--- config.mk ---
export PLATFORM = sky130hd
export DESIGN_NAME = sensor_presence_qualifier_timeout_core
export DESIGN_NICKNAME = d
export VERILOG_FILES = /design/src/rtl/spqt_pkg.sv /design/src/rtl/spqt_step.sv /design/src/rtl/sensor_presence_qualifier_timeout_core.sv
export SDC_FILE = /design/constraint.sdc
export NUM_CORES = 1
export LEC_CHECK = 0
export BUFFER_PORTS_ARGS = -buffer_cell sky130_fd_sc_hd__buf_4
export CAP_MARGIN = 20
export CORE_ASPECT_RATIO = 1.4
export CORE_MARGIN = 1.5
export CORE_UTILIZATION = 40
export DETAILED_ROUTE_END_ITERATION = 10
export PLACE_DENSITY = 0.59
export SYNTH_ARGS = -nofsm -noshare
export SYNTH_HDL_FRONTEND = slang
export SYNTH_SLANG_ARGS = --single-unit
--- constraint.sdc ---
create_clock -name clk -period 5.47 [get_ports clk]
set_input_delay 0.547 -clock clk [delete_from_list [all_inputs] [get_ports clk]]
set_output_delay 0.547 -clock clk [all_outputs]
set_load 0.02 [all_outputs]
--- src/rtl/spqt_pkg.sv ---
// ----------------------------------------------------------------------------
// spqt_pkg - shared types and constants for the presence qualifier
// Holds the register file layout, reset values and the result word layout.
// ----------------------------------------------------------------------------
package spqt_pkg;

    localparam int CLEAR_LEVEL_W = 12;
    localparam int CONFIRM_W     = 10;
    localparam int TIMEOUT_W     = 24;
    localparam int BLINK_W       = 10;
    localparam int TICK_W        = 24;

    localparam int CFG_INDEX_W   = 2;
    localparam int CFG_DATA_W    = 24;
    localparam int RESULT_W      = 4;
    localparam int OUT_TDATA_W   = 8;

    // Register indexes on the configuration port
    localparam logic [CFG_INDEX_W-1:0] REG_CLEAR_LEVEL = 2'd0;
    localparam logic [CFG_INDEX_W-1:0] REG_CONFIRM     = 2'd1;
    localparam logic [CFG_INDEX_W-1:0] REG_TIMEOUT     = 2'd2;
    localparam logic [CFG_INDEX_W-1:0] REG_BLINK_HALF  = 2'd3;

    // Reset values
    localparam logic [CLEAR_LEVEL_W-1:0] CLEAR_LEVEL_RST = 12'd4095;
    localparam logic [CONFIRM_W-1:0]     CONFIRM_RST     = 10'd20;
    localparam logic [TIMEOUT_W-1:0]     TIMEOUT_RST     = 24'd3000000;
    localparam logic [BLINK_W-1:0]       BLINK_HALF_RST  = 10'd200;

    typedef struct packed {
        logic [CLEAR_LEVEL_W-1:0] clear_level;
        logic [CONFIRM_W-1:0]     confirm_ticks;
        logic [TIMEOUT_W-1:0]     timeout_ticks;
        logic [BLINK_W-1:0]       blink_half_ticks;
    } cfg_t;

    // Packed so that detected lands in bit 0
    typedef struct packed {
        logic backlight_on;
        logic buzzer_on;
        logic stuck_alarm;
        logic detected;
    } result_t;

endpackage

--- src/rtl/spqt_step.sv ---
// ----------------------------------------------------------------------------
// spqt_step - per-tick state machine of the presence qualifier
// Holds mode, tick counter and blink phase; gives the result of one tick.
// ----------------------------------------------------------------------------
module spqt_step
    import spqt_pkg::*;
(
    input  logic    clk,
    input  logic    rst_n,
    input  logic    go,
    input  logic    low,
    input  cfg_t    cfg,
    output result_t res
);

    typedef enum logic [1:0] {
        MODE_IDLE,
        MODE_CONFIRM,
        MODE_WAIT,
        MODE_ALARM
    } mode_t;

    mode_t              mode_reg;
    mode_t              mode_next;
    logic [TICK_W-1:0]  tick_reg;
    logic [TICK_W-1:0]  tick_next;
    logic               phase_reg;
    logic               phase_next;
    logic [TICK_W-1:0]  tick_inc;
    logic [BLINK_W-1:0] half;

    assign tick_inc = tick_reg + TICK_W'(1);
    assign half     = (cfg.blink_half_ticks == '0) ? BLINK_W'(1) : cfg.blink_half_ticks;

    always_comb
    begin
        mode_next        = mode_reg;
        tick_next        = tick_reg;
        phase_next       = phase_reg;
        res.detected     = 1'b0;
        res.stuck_alarm  = 1'b0;
        res.buzzer_on    = 1'b0;
        res.backlight_on = 1'b1;
        case (mode_reg)
            MODE_IDLE:
            begin
                if (low)
                begin
                    tick_next = '0;
                    mode_next = (cfg.confirm_ticks == '0) ? MODE_WAIT : MODE_CONFIRM;
                end
            end
            MODE_CONFIRM:
            begin
                tick_next = tick_inc;
                if (tick_inc >= TICK_W'(cfg.confirm_ticks))
                begin
                    tick_next = '0;
                    mode_next = low ? MODE_WAIT : MODE_IDLE;
                end
            end
            MODE_WAIT:
            begin
                if (!low)
                begin
                    res.detected = (tick_reg < cfg.timeout_ticks);
                    tick_next    = '0;
                    mode_next    = MODE_IDLE;
                end
                else
                begin
                    tick_next = tick_inc;
                    if (tick_inc >= cfg.timeout_ticks)
                    begin
                        tick_next  = '0;
                        phase_next = 1'b0;
                        mode_next  = MODE_ALARM;
                    end
                end
            end
            MODE_ALARM:
            begin
                // Leave only at the start of a blink cycle once the sensor is clear
                if (tick_reg == '0 && !phase_reg && !low)
                begin
                    mode_next = MODE_IDLE;
                end
                else
                begin
                    res.stuck_alarm  = 1'b1;
                    res.buzzer_on    = !phase_reg;
                    res.backlight_on = phase_reg;
                    tick_next        = tick_inc;
                    if (tick_inc >= TICK_W'(half))
                    begin
                        tick_next  = '0;
                        phase_next = !phase_reg;
                    end
                end
            end
            default:
            begin
                mode_next = MODE_IDLE;
            end
        endcase
    end

    always_ff @(posedge clk or negedge rst_n)
    begin
        if (!rst_n)
        begin
            mode_reg  <= MODE_IDLE;
            tick_reg  <= '0;
            phase_reg <= 1'b0;
        end
        else if (go)
        begin
            mode_reg  <= mode_next;
            tick_reg  <= tick_next;
            phase_reg <= phase_next;
        end
    end

    a_idle_clear_stays: assert property (@(posedge clk) disable iff (!rst_n)
        go && mode_reg == MODE_IDLE && !low |=> mode_reg == MODE_IDLE)
        else $error("idle left on a clear sample");

    a_wait_clear_returns: assert property (@(posedge clk) disable iff (!rst_n)
        go && mode_reg == MODE_WAIT && !low |=> mode_reg == MODE_IDLE && tick_reg == '0)
        else $error("clear sample in wait did not return to idle");

    a_buzz_in_alarm: assert property (@(posedge clk) disable iff (!rst_n)
        res.buzzer_on |-> res.stuck_alarm && !res.backlight_on && !res.detected)
        else $error("buzzer driven outside alarm");

    a_phase_only_in_alarm: assert property (@(posedge clk) disable iff (!rst_n)
        phase_reg != $past(phase_reg) |-> $past(go)
            && ($past(mode_reg) == MODE_ALARM || $past(mode_reg) == MODE_WAIT))
        else $error("blink phase moved outside alarm");

endmodule

--- src/rtl/sensor_presence_qualifier_timeout_core.sv ---
// ----------------------------------------------------------------------------
// sensor_presence_qualifier_timeout_core - debounced presence detector
// Qualifies sensor samples, pulses on a confirmed pass, blinks a stuck alarm.
// ----------------------------------------------------------------------------
// Usage:
//   Feed one sample per time tick on the slave stream (s_tvalid/s_tready/
//   s_tdata). Every sample gives exactly one result on the master stream:
//   m_tdata bit 0 detected, bit 1 stuck_alarm, bit 2 buzzer_on,
//   bit 3 backlight_on. Tick counting follows accepted transfers, not clock
//   cycles, so the caller sets the tick rate.
//   Configuration is a write port (cfg_wr_en, cfg_index, cfg_data): index 0
//   clear level, 1 confirm ticks, 2 timeout ticks, 3 blink half ticks. Write
//   only while no sample is in flight; a write takes effect on the next tick.
//   Pipeline: a captured sample's result is loaded into the output register
//   once that stage is free. Throughput: one sample per cycle while m_tready
//   stays high, set by the single compare and counter update between the two
//   registers. Stall: when m_tready is low the result holds; the input
//   register takes one more sample only if empty, then s_tready drops until
//   the result moves. Reset (rst_n low, asynchronous) empties both stages,
//   returns the state machine to idle and loads the register defaults.
// ----------------------------------------------------------------------------
module sensor_presence_qualifier_timeout_core
    import spqt_pkg::*;
#(
    parameter int SAMPLE_BITS = 12
)
(
    input  logic                                    clk,
    input  logic                                    rst_n,
    input  logic                                    s_tvalid,
    output logic                                    s_tready,
    input  logic [((SAMPLE_BITS + 7) / 8) * 8 - 1:0] s_tdata,  // sample
    output logic                                    m_tvalid,
    input  logic                                    m_tready,
    // detected, stuck_alarm, buzzer_on, backlight_on
    output logic [OUT_TDATA_W-1:0]                  m_tdata,
    input  logic                                    cfg_wr_en,
    input  logic [CFG_INDEX_W-1:0]                  cfg_index,
    input  logic [CFG_DATA_W-1:0]                   cfg_data
);

    localparam int CMP_W = (SAMPLE_BITS > CLEAR_LEVEL_W) ? SAMPLE_BITS : CLEAR_LEVEL_W;

    cfg_t                   cfg_reg;
    logic                   in_valid_reg;
    logic [SAMPLE_BITS-1:0] sample_reg;
    logic                   out_valid_reg;
    result_t                res_reg;
    result_t                step_res;
    logic                   advance;
    logic                   go;
    logic                   low;

    // Output stage frees up when empty or when its result is taken
    assign advance  = !out_valid_reg || m_tready;
    assign s_tready = !in_valid_reg || advance;
    assign go       = in_valid_reg && advance;
    assign low      = CMP_W'(sample_reg) < CMP_W'(cfg_reg.clear_level);

    // Configuration registers
    always_ff @(posedge clk or negedge rst_n)
    begin
        if (!rst_n)
        begin
            cfg_reg.clear_level      <= CLEAR_LEVEL_RST;
            cfg_reg.confirm_ticks    <= CONFIRM_RST;
            cfg_reg.timeout_ticks    <= TIMEOUT_RST;
            cfg_reg.blink_half_ticks <= BLINK_HALF_RST;
        end
        else if (cfg_wr_en)
        begin
            case (cfg_index)
                REG_CLEAR_LEVEL: cfg_reg.clear_level      <= cfg_data[CLEAR_LEVEL_W-1:0];
                REG_CONFIRM:     cfg_reg.confirm_ticks    <= cfg_data[CONFIRM_W-1:0];
                REG_TIMEOUT:     cfg_reg.timeout_ticks    <= cfg_data[TIMEOUT_W-1:0];
                REG_BLINK_HALF:  cfg_reg.blink_half_ticks <= cfg_data[BLINK_W-1:0];
                default:         ;
            endcase
        end
    end

    // Input register: capture a sample on each slave transfer
    always_ff @(posedge clk or negedge rst_n)
    begin
        if (!rst_n)
        begin
            in_valid_reg <= 1'b0;
        end
        else if (s_tready)
        begin
            in_valid_reg <= s_tvalid;
        end
    end

    always_ff @(posedge clk)
    begin
        if (s_tvalid && s_tready)
        begin
            sample_reg <= s_tdata[SAMPLE_BITS-1:0];
        end
    end

    spqt_step u_step (
        .clk   (clk),
        .rst_n (rst_n),
        .go    (go),
        .low   (low),
        .cfg   (cfg_reg),
        .res   (step_res)
    );

    // Result register: hold while the master side stalls
    always_ff @(posedge clk or negedge rst_n)
    begin
        if (!rst_n)
        begin
            out_valid_reg <= 1'b0;
        end
        else if (advance)
        begin
            out_valid_reg <= in_valid_reg;
        end
    end

    always_ff @(posedge clk)
    begin
        if (go)
        begin
            res_reg <= step_res;
        end
    end

    assign m_tvalid = out_valid_reg;
    assign m_tdata  = {{(OUT_TDATA_W - RESULT_W){1'b0}}, res_reg};

endmodule

## Yosys cells after proc, flatten, opt, wreduce, memory -nomap -nowiden

Index checks and enable logic that the tools add are counted.

- Reductions and logical operators: 25
- Bitwise gates (word level): 2
- Order comparisons: 5
- Multiplexer cells: 22
- Equality and inequality tests: 14
- Add/sub/neg operators: 1

Operators with widths:

| operator | number |
|---|---|
| $mux 24 | 6 |
| $pmux 24 s4 | 1 |
| $ge 24x10->1 | 2 |
| $add 24x1->24 const B | 1 |
| $ge 24x24->1 | 1 |
| $logic_not 24->1 | 1 |
| $lt 24x24->1 | 1 |
| $logic_not 10->1 | 2 |
| $mux 2 | 7 |
| $lt 12x12->1 | 1 |
| $ne 2x1->1 const B | 6 |
| $mux 10 | 1 |
| $eq 2x2->1 const B | 4 |
| $pmux 2 s4 | 1 |
| $reduce_and 2->1 | 4 |
| $reduce_and 6->1 | 1 |
| $mux 1 | 5 |
| $reduce_and 5->1 | 1 |
| $eq 2x1->1 const B | 2 |
| $logic_and 1x1->1 | 4 |
| $logic_not 1->1 | 4 |
| $logic_not 2->1 | 2 |
| $reduce_or 2->1 | 2 |
| $ne 3x3->1 const B | 1 |
| 6 further kinds | 8 |

- Word-level logic and storage cells: 83
- Output and inout port bits: 10
- Bits in registers: 101
- Input bits: 47

## Longest topological paths before layout

Gate-level depths: netlist (run 1).

- Depth in word-level cells: 6
- Gate-level depth with buffers: 17
- Depth with buffers taken out: 15

## Modules after synthesis

Synthesis (run 1) repeated with hierarchy kept, for this count alone.

- Cell total of the unflattened synthesis: 697
- Area, all modules: 7163.1 sq um

By module, submodules not included:

| module | times used | area each (sq um) | seq. area each (sq um) | cells each |
|---|---|---|---|---|
| spqt_step | 1 | 4068.9 | 675.6 | 498 |
| sensor_presence_qualifier_timeout_core | 1 | 3094.2 | 1965.6 | 199 |

## Worst setup path after synthesis (run 1)

No wires, ideal clock.

- Path type: reg-to-reg
- Start: register u_step.tick_reg[0]
- End: register u_step.tick_reg[10]
- Cell stages (with the launch flop): 17
- Clock period less this slack: 4007 ps
- Buffers on the path: 1
- Data required time: 5383 ps
- Slack: 1463 ps
- Setup time: 87 ps
- Data arrival time: 3920 ps
- Cells stage by stage: dfrtp_1 ha_1 nand2_1 nor3_2 nand2_1 or3_1 xnor2_1 ha_1 and3_1 and3_1 and4_1 a2111o_1 nor2_1 o211a_1 nor2_1 buf_4 a211oi_2

- Cells in the longest elaborated chain, start to end: 5
- Elaborated cells between the ends (all ways): 15
- Those cells by class: 1 x add/sub; 3 x order compare; 1 x eq/ne; 6 x mux; 4 x reduce/logical

RTL lines:

| element | RTL line | text |
|---|---|---|
| start: declaration | spqt_step.sv:25 | `logic [TICK_W-1:0] tick_reg;` |
| start signal: assignment | spqt_step.sv:119 | `tick_reg <= tick_next;` |
| $add 24x1->24 / $logic_not 24->1 (equally long branches) | spqt_step.sv:32, spqt_step.sv:84 |  |
| $ge 24x10->1 (tied with other cells) | spqt_step.sv:94 | `if (tick_inc >= TICK_W'(half))` |
| $mux 24 (tied with other cells) | spqt_step.sv:94 |  |
| $mux 24 (tied with other cells) | spqt_step.sv:84 | `if (tick_reg == '0 && !phase_reg && !low)` |
| $pmux 24 s4 / $reduce_and 3->1 (equally long branches) | - |  |

Parallel ways exist; a longest one is shown, timed or not. The select of a mux whose other input is x is not followed.
A chain may end at the register's enable or synchronous reset.

## Worst setup path after layout (run 1)

- Start: register u_step.tick_reg[3]
- End: register u_step.tick_reg[3]

Same word-level chain as after synthesis.

==> reports/results.tsv, run 1 <==
metric	value	unit
fp-row-count	55	
worst_pin_slew	0.7858	ns
ys_ff_latch	101	
grt_antenna_before_repair	0	
setup_slack	0.7891	ns
vias	4948	
clockBufferDepth	2	
drive_gt1_share	22.38	%
rsz0062_at_grt	false	
dp.cells	889	
gp_congestion	0.8380	
clk_latency	0.35	ns
synth_top_area_share	22.16	%
synth_area_leaders	dfrtp_1, ha_1, dfstp_2, mux2_2, edfxtp_1	
die_x	111.2	µm
post_cts_buffers	0	
yosysWarningCount	0	
chipHeight	154.4	µm
drc_errors	0	
dr.pass1.iters	4	
seqPwrFrac	39.4	%
yosysSeqAreaShare	40.32	%
grt_pass1_wl	24.98	mm
fin_crit_sh	85.57	%
drtIter0Drc	165	
cts_root_buf	clkbuf_16	
clkPwrFrac	25.3	%
final_max_slew_viol_count	0	
critPathKind	reg2reg	
fin_nets	827	
dieArea	0.01716	mm²
end_kind	flip-flop	
syn2layout_area_growth	13.47	%
fin_cells	905	
cts_max_level	3	
n_antenna_cell	0	
gr-usage-all-layers	18.28	%
fin_setup_tns	0	ns
cts_tree	yes	
r2r_slack	0.79	ns
hold_class	in2async	
cts_sinks	101	
start_kind	flip-flop	
synth_top_area_cell	dfrtp_1	
initial_core_util	40.68	%
netlist_area	0.006550	mm²
cts_buffers	9	
ctsHoldBuffers	0	
n_fill_cell	1578	
io-pin-count	57	
clk_pin_slew_worst_paths	0.07	ns
syn_avg_cell_area	9.985	µm²
power.internal	1.688	mW
wl_per_cell	16.56	µm
max_cap_viol_count	0	
ctsResizeCount	0	
p_switching	0.9427	mW
crit_required	5.68	ns
stdcell_area	0.007432	mm²
synth_edf_count	16	
grt_pass1_vias	5065	
slew_headroom	47.61	%
fmax	213.6	MHz
cp_max_fo	11	
dp_hpwl	11.56	mm
ant_nets	0	
yosys_most_used_dff	dfrtp_1	
critPathArrivalTime	4.89	ns
viasPerCell	5.467	
async_flop_share	84.16	%
critPathSlowestCell	or4b_1	
syn_inst	656	
ff2ff_path_depth	15	
setup-violations-final	0	
hold_viol_final	0	
whs	0.1431	ns
endpoint	u_step.tick_reg[3]	
final_util	46.15	%
grt_max_degree	54	
p_per_area	353.9	mW/mm²
drt-total-wl	14.99	mm
ir_worst_vdd	0.1866	mV
crit_top_cell	nand3_1	
placed_area	0.007123	mm²
crit_path_start	u_step.tick_reg[3]	
r2r-start	u_step.tick_reg[3]	
dp_slack	0.8244	ns
p_sw_share	35.84	%
status	complete, no violations	
r2r_end	u_step.tick_reg[3]	
cp_cell_sequence	nand3_1 -> or4b_1 -> or3_4 -> nor2_1 -> nand3_1 -> xnor2_1 -> ha_1 -> and3_1 -> nand3_1 -> a2111oi_0 -> a2111o_1 -> nor2_1 -> o211a_1 -> o21ai_1 -> o221ai_1	
grt_overflow	0	
largest_reg_flops	56	
io_buffer_count	48	
fin_crit	4.681	ns
total_power	2.630	mW
design.core.area	0.01610	mm²
yosysMostFrequentCell	ha_1	
yosys.cell_types.count	65	
worst_clock_skew	0.009017	ns
comb_power_share	35.4	%
cpPeakStageDelay	0.63	ns
ys_top_cells_by_count	ha_1, nand2_1, inv_1, dfrtp_1, mux2_2	
leakage	3.495	nW
kinds of logic after synthesis:
kind of cell | count (synthesis) | synth area share (%)
adder cells (fa/ha/maj) | 79 | 15.09
XOR/XNOR | 24 | 3.209
flip-flops | 101 | 40.32
multiplexers | 49 | 8.405
AO/OA/AOI/OAI | 135 | 13.60
other | 1 | 0.05725
AND/OR/NAND/NOR | 181 | 14.06
buffers and inverters | 86 | 5.253
how the worst min path moves through the flow:
| stage | from | end | slack, ns |
|---|---|---|---|
| after floorplan | rst_n | cfg_reg[0] | 0.25 |
| after global placement | in_valid_reg | m_tvalid | 0.48 |
| after detailed placement | cfg_reg[22] | cfg_reg[22] | 0.49 |
| after CTS | rst_n | u_step.tick_reg[17] | 0.15 |
| after global routing | rst_n | u_step.tick_reg[17] | 0.16 |
| final | rst_n | u_step.tick_reg[16] | 0.14 |
critical path, delay by kind of cell (launching register included):
| kind | cells | cell delay, ns |
|---|---|---|
| simple gates | 8 | 2.09 |
| compound gates | 5 | 1.45 |
| flops | 1 | 0.48 |
| xor+xnor | 1 | 0.18 |
| fa+ha+maj | 1 | 0.32 |
power by group through the flow:
stage,Sequential [mW],Combinational [mW],Clock [mW]
floorplan,1.00,0.680,0
global placement,1.04,0.905,0
detailed placement,1.05,0.932,0
CTS,1.04,0.938,0.683
global route,1.06,1.04,0.713
finish,1.04,0.930,0.665
routing by layer:
metal	GRT usage, %	up-vias	share of wire (%)
li1	-	2431	-
met2	33.39	90	52
met3	3.135	31	2.8
met5	0	-	0
met1	20.60	2396	42
met4	8.800	0	3.6
cell type report:
| class | count | area, µm² | share of cell area, % |
|---|---|---|---|
| Timing Repair Buffer | 55 | 412.9 | 5.556 |
| Clock buffer | 10 | 239.0 | 3.215 |
| Inverter | 62 | 232.7 | 3.131 |
| Clock inverter | 6 | 70.07 | 0.9428 |
| Multi-Input combinational cell | 472 | 3587 | 48.27 |
| Sequential cell | 101 | 2641 | 35.54 |
| Tap cell | 199 | 249.0 | 3.350 |
layout by cell type, fill, tap and decap left out, types with 5 or more instances in the layout:
cell type,n
a2111oi_0,5
a211oi_1,6
a21o_1,15
a21oi_1,21
and3_1,6
and4_1,7
buf_4,55
clkbuf_16,9
dfrtp_1,58
dfstp_2,27
edfxtp_1,16
ha_1,79
inv_1,62
mux2_2,47
nand2_1,73
nand2b_1,8
nand3_1,9
nand4_1,9
nor2_1,21
nor2b_1,5
nor3_1,13
nor4_1,9
o21ai_0,29
o21ai_1,17
or3_1,7
xnor2_1,14
xor2_1,10
(Power assumes the default switching activity.)
==> inputs of run 2 (changes only) <==
--- a/config.mk
+++ b/config.mk
@@ -8,10 +8,11 @@
 export BUFFER_PORTS_ARGS = -buffer_cell sky130_fd_sc_hd__buf_4
 export CAP_MARGIN = 20
 export CORE_ASPECT_RATIO = 1.4
-export CORE_MARGIN = 1.5
+export CORE_MARGIN = 5
 export CORE_UTILIZATION = 40
 export DETAILED_ROUTE_END_ITERATION = 10
 export PLACE_DENSITY = 0.59
 export SYNTH_ARGS = -nofsm -noshare
 export SYNTH_HDL_FRONTEND = slang
+export SYNTH_HIERARCHICAL = 1
 export SYNTH_SLANG_ARGS = --single-unit
==> reports/results.tsv, run 2 <==
metric	value	unit	change
status	complete, no violations		
cts_max_level	3		unchanged
multi_input_area	0.003946	mm²	+10%
initial_core_util	40.29	%	-0.39 points
clk_pin_slew_worst_paths	0.08	ns	about the same
syn_avg_cell_area	10.28	µm²	+2.9%
cts_tree	yes		
yosysWarningCount	6		+6
post_cts_buffers	0		unchanged
placed_area	0.007556	mm²	+6.1%
hold_viol_final	0		unchanged
ys_ff_latch	101		unchanged
drt-total-wl	17.20	mm	+15%
critPathArrivalTime	4.92	ns	+0.03 ns
gr-usage-all-layers	16.95	%	-1.3 points
rsz0062_at_grt	false		
fin_setup_tns	0	ns	unchanged
worst_pin_slew	0.8852	ns	+0.09941 ns
viasPerCell	5.468		about the same
ctsHoldBuffers	0		unchanged
n_antenna_cell	0		unchanged
yosysSeqAreaShare	36.87	%	-3.5 points
p_per_area	290.1	mW/mm²	-18%
cts_sinks	101		unchanged
clockBufferDepth	2		unchanged
yosysMostFrequentCell	ha_1		
cp_max_fo	13		+2
chipHeight	168.3	µm	+9.0%
io_buffer_count	48		unchanged
ys_top_cells_by_count	ha_1, inv_1, dfrtp_1, nand2_1, o21ai_0		
fin_nets	857		+3.6%
gp_congestion	0.9229		+10%
fmax	211.6	MHz	-0.95%
wl_per_cell	17.62	µm	+6.4%
stdcell_area	0.007848	mm²	+5.6%
critPathSlowestCell	nor2_2		
cts_buffers	9		unchanged
r2r_slack	0.74	ns	-0.05 ns
ctsResizeCount	0		unchanged
syn_inst	697		+6.3%
total_power	2.276	mW	-13%
crit_path_start	u_step/tick_reg[2]		
hold_class	in2async		
synth_top_area_cell	dfrtp_1		
design.core.area	0.01778	mm²	+10%
yosys.cell_types.count	78		+20%
grt_pass1_wl	27.46	mm	+9.9%
drc_errors	0		unchanged
grt_antenna_before_repair	0		unchanged
async_flop_share	84.16	%	unchanged
drive_gt1_share	24.59	%	+2.2 points
syn2layout_area_growth	9.555	%	
fin_crit	4.726	ns	+0.04508 ns
synth_top_area_share	20.26	%	-1.9 points
crit_top_cell	buf_4		
dp_hpwl	13.18	mm	+14%
vias	5337		+7.9%
final_max_slew_viol_count	0		unchanged
ir_worst_vdd	0.1902	mV	+1.9%
cts_root_buf	clkbuf_16		
fin_crit_sh	86.40	%	+0.82 points
netlist_area	0.007163	mm²	+9.4%
drtIter0Drc	288		+75%
leakage	3.677	nW	+5.2%
synth_area_leaders	dfrtp_1, ha_1, dfstp_2, edfxtp_1, mux2_4		
crit_required	5.67	ns	about the same
critPathKind	reg2reg		
ff2ff_path_depth	16		+1
cpPeakStageDelay	0.68	ns	+0.05 ns
cp_cell_sequence	nand4_1 -> nor2_1 -> buf_4 -> nand4_1 -> xnor2_1 -> buf_4 -> ha_1 -> and2_1 -> o2111ai_1 -> a31oi_1 -> o22ai_1 -> o21ai_0 -> a211oi_2 -> buf_4 -> nor2_2 -> o22ai_1		
max_cap_viol_count	0		unchanged
end_kind	flip-flop		
io-pin-count	57		unchanged
start_kind	flip-flop		
synth_edf_count	16		unchanged
grt_overflow	0		unchanged
r2r-start	u_step/tick_reg[2]		
worst_clock_skew	0.01495	ns	+0.005934 ns
grt_pass1_vias	5385		+6.3%
die_x	123.1	µm	+11%
fp-row-count	58		+5.5%
dr.pass1.iters	5		+1
slew_headroom	40.44	%	-7.2 points
dieArea	0.02072	mm²	+21%
r2r_end	u_step/tick_reg[10]		
final_cell_mix	ha_1, inv_1, dfrtp_1, buf_4, nand2_1		
clk_latency	0.36	ns	about the same
n_fill_cell	1738		+10%
grt_max_degree	58		+7.4%
layout_commonest_cell	ha_1		
ant_nets	0		unchanged
seqCellArea	0.002641	mm²	unchanged
largest_reg_flops	56		unchanged
setup-violations-final	0		unchanged
yosys_most_used_dff	dfrtp_1		
-- run 2: cell types whose count changed after synthesis, sizes merged, moves of 6 or more --
cell / delta
and2: +7
o21ai: -6
nor4: +7
nor2: +10
buf: +11
nand4: +12
o21a: +7
nand3: +6
nand2: -19
-- run 2: logic make-up (layout without fill, tap and decap cells) --
family,Yosys count,after routing,synth area share (%)
muxes,49,49,8.681
and+or+nand+nor,205,205,16.56
other,1,4,0.05235
DFF,101,101,36.87
xor gates and xnor gates,22,22,2.690
buffers and inverters,102,138,8.192
AOI/OAI and AO/OA,138,138,13.15
adders and majority gates,79,79,13.80
-- run 2: stage by stage --
stage	worst slack, ns	cells	hold slack [ns]	utilization (%)
after floorplan	1.867	700	0.2514	-
after global placement	0.9115	960	0.4602	42.50
after detailed placement	0.8320	960	0.4792	42.50
after CTS	0.8233	976	0.1273	44.14
after global routing	0.4420	976	0.1382	44.14
final	0.7440	976	0.1063	44.14
-- run 2: critical path, delay by kind of cell (launching register included) --
family                     cells  cell delay [ns]
and+or+nand+nor                5             1.67
AOI/OAI and AO/OA              6             1.25
xor gates and xnor gates       1             0.16
DFF                            1             0.59
adders and majority gates      1             0.29
buffers and inverters          3             0.58
-- run 2: worst max-delay path by stage --
stage,cells past startpoint,to,slack [ns]
after floorplan,14,u_step/tick_reg[5],1.87
after global placement,16,u_step/tick_reg[11],0.91
after detailed placement,16,u_step/tick_reg[10],0.83
after CTS,16,u_step/tick_reg[10],0.82
after global routing,13,u_step/tick_reg[14],0.44
final,16,u_step/tick_reg[10],0.74
-- run 2: final cells by class --
class,instances,area share [%]
Clock inverter,7,0.8450
Tap cell,240,3.827
Multi-Input combinational cell,497,50.29
Clock buffer,9,2.870
Timing Repair Buffer,56,5.357
Sequential cell,101,33.66
Inverter,66,3.157
-- run 2: power by group --
part | leakage [nW] | switching, mW | internal, mW
Combinational | 2.37 | 0.368 | 0.283
Sequential | 1.17 | 0.0838 | 0.895
Clock | 0.138 | 0.325 | 0.321
-- run 2: routing by layer --
| metal | global-route usage, % | part of all wire, % | wire length, µm |
|---|---|---|---|
| met1 | 19.50 | 40 | 6835 |
| met2 | 30.09 | 52 | 8874 |
| met3 | 2.823 | 4.4 | 754 |
| met4 | 8.048 | 4.3 | 732 |
| met5 | 0 | 0 | 0 |
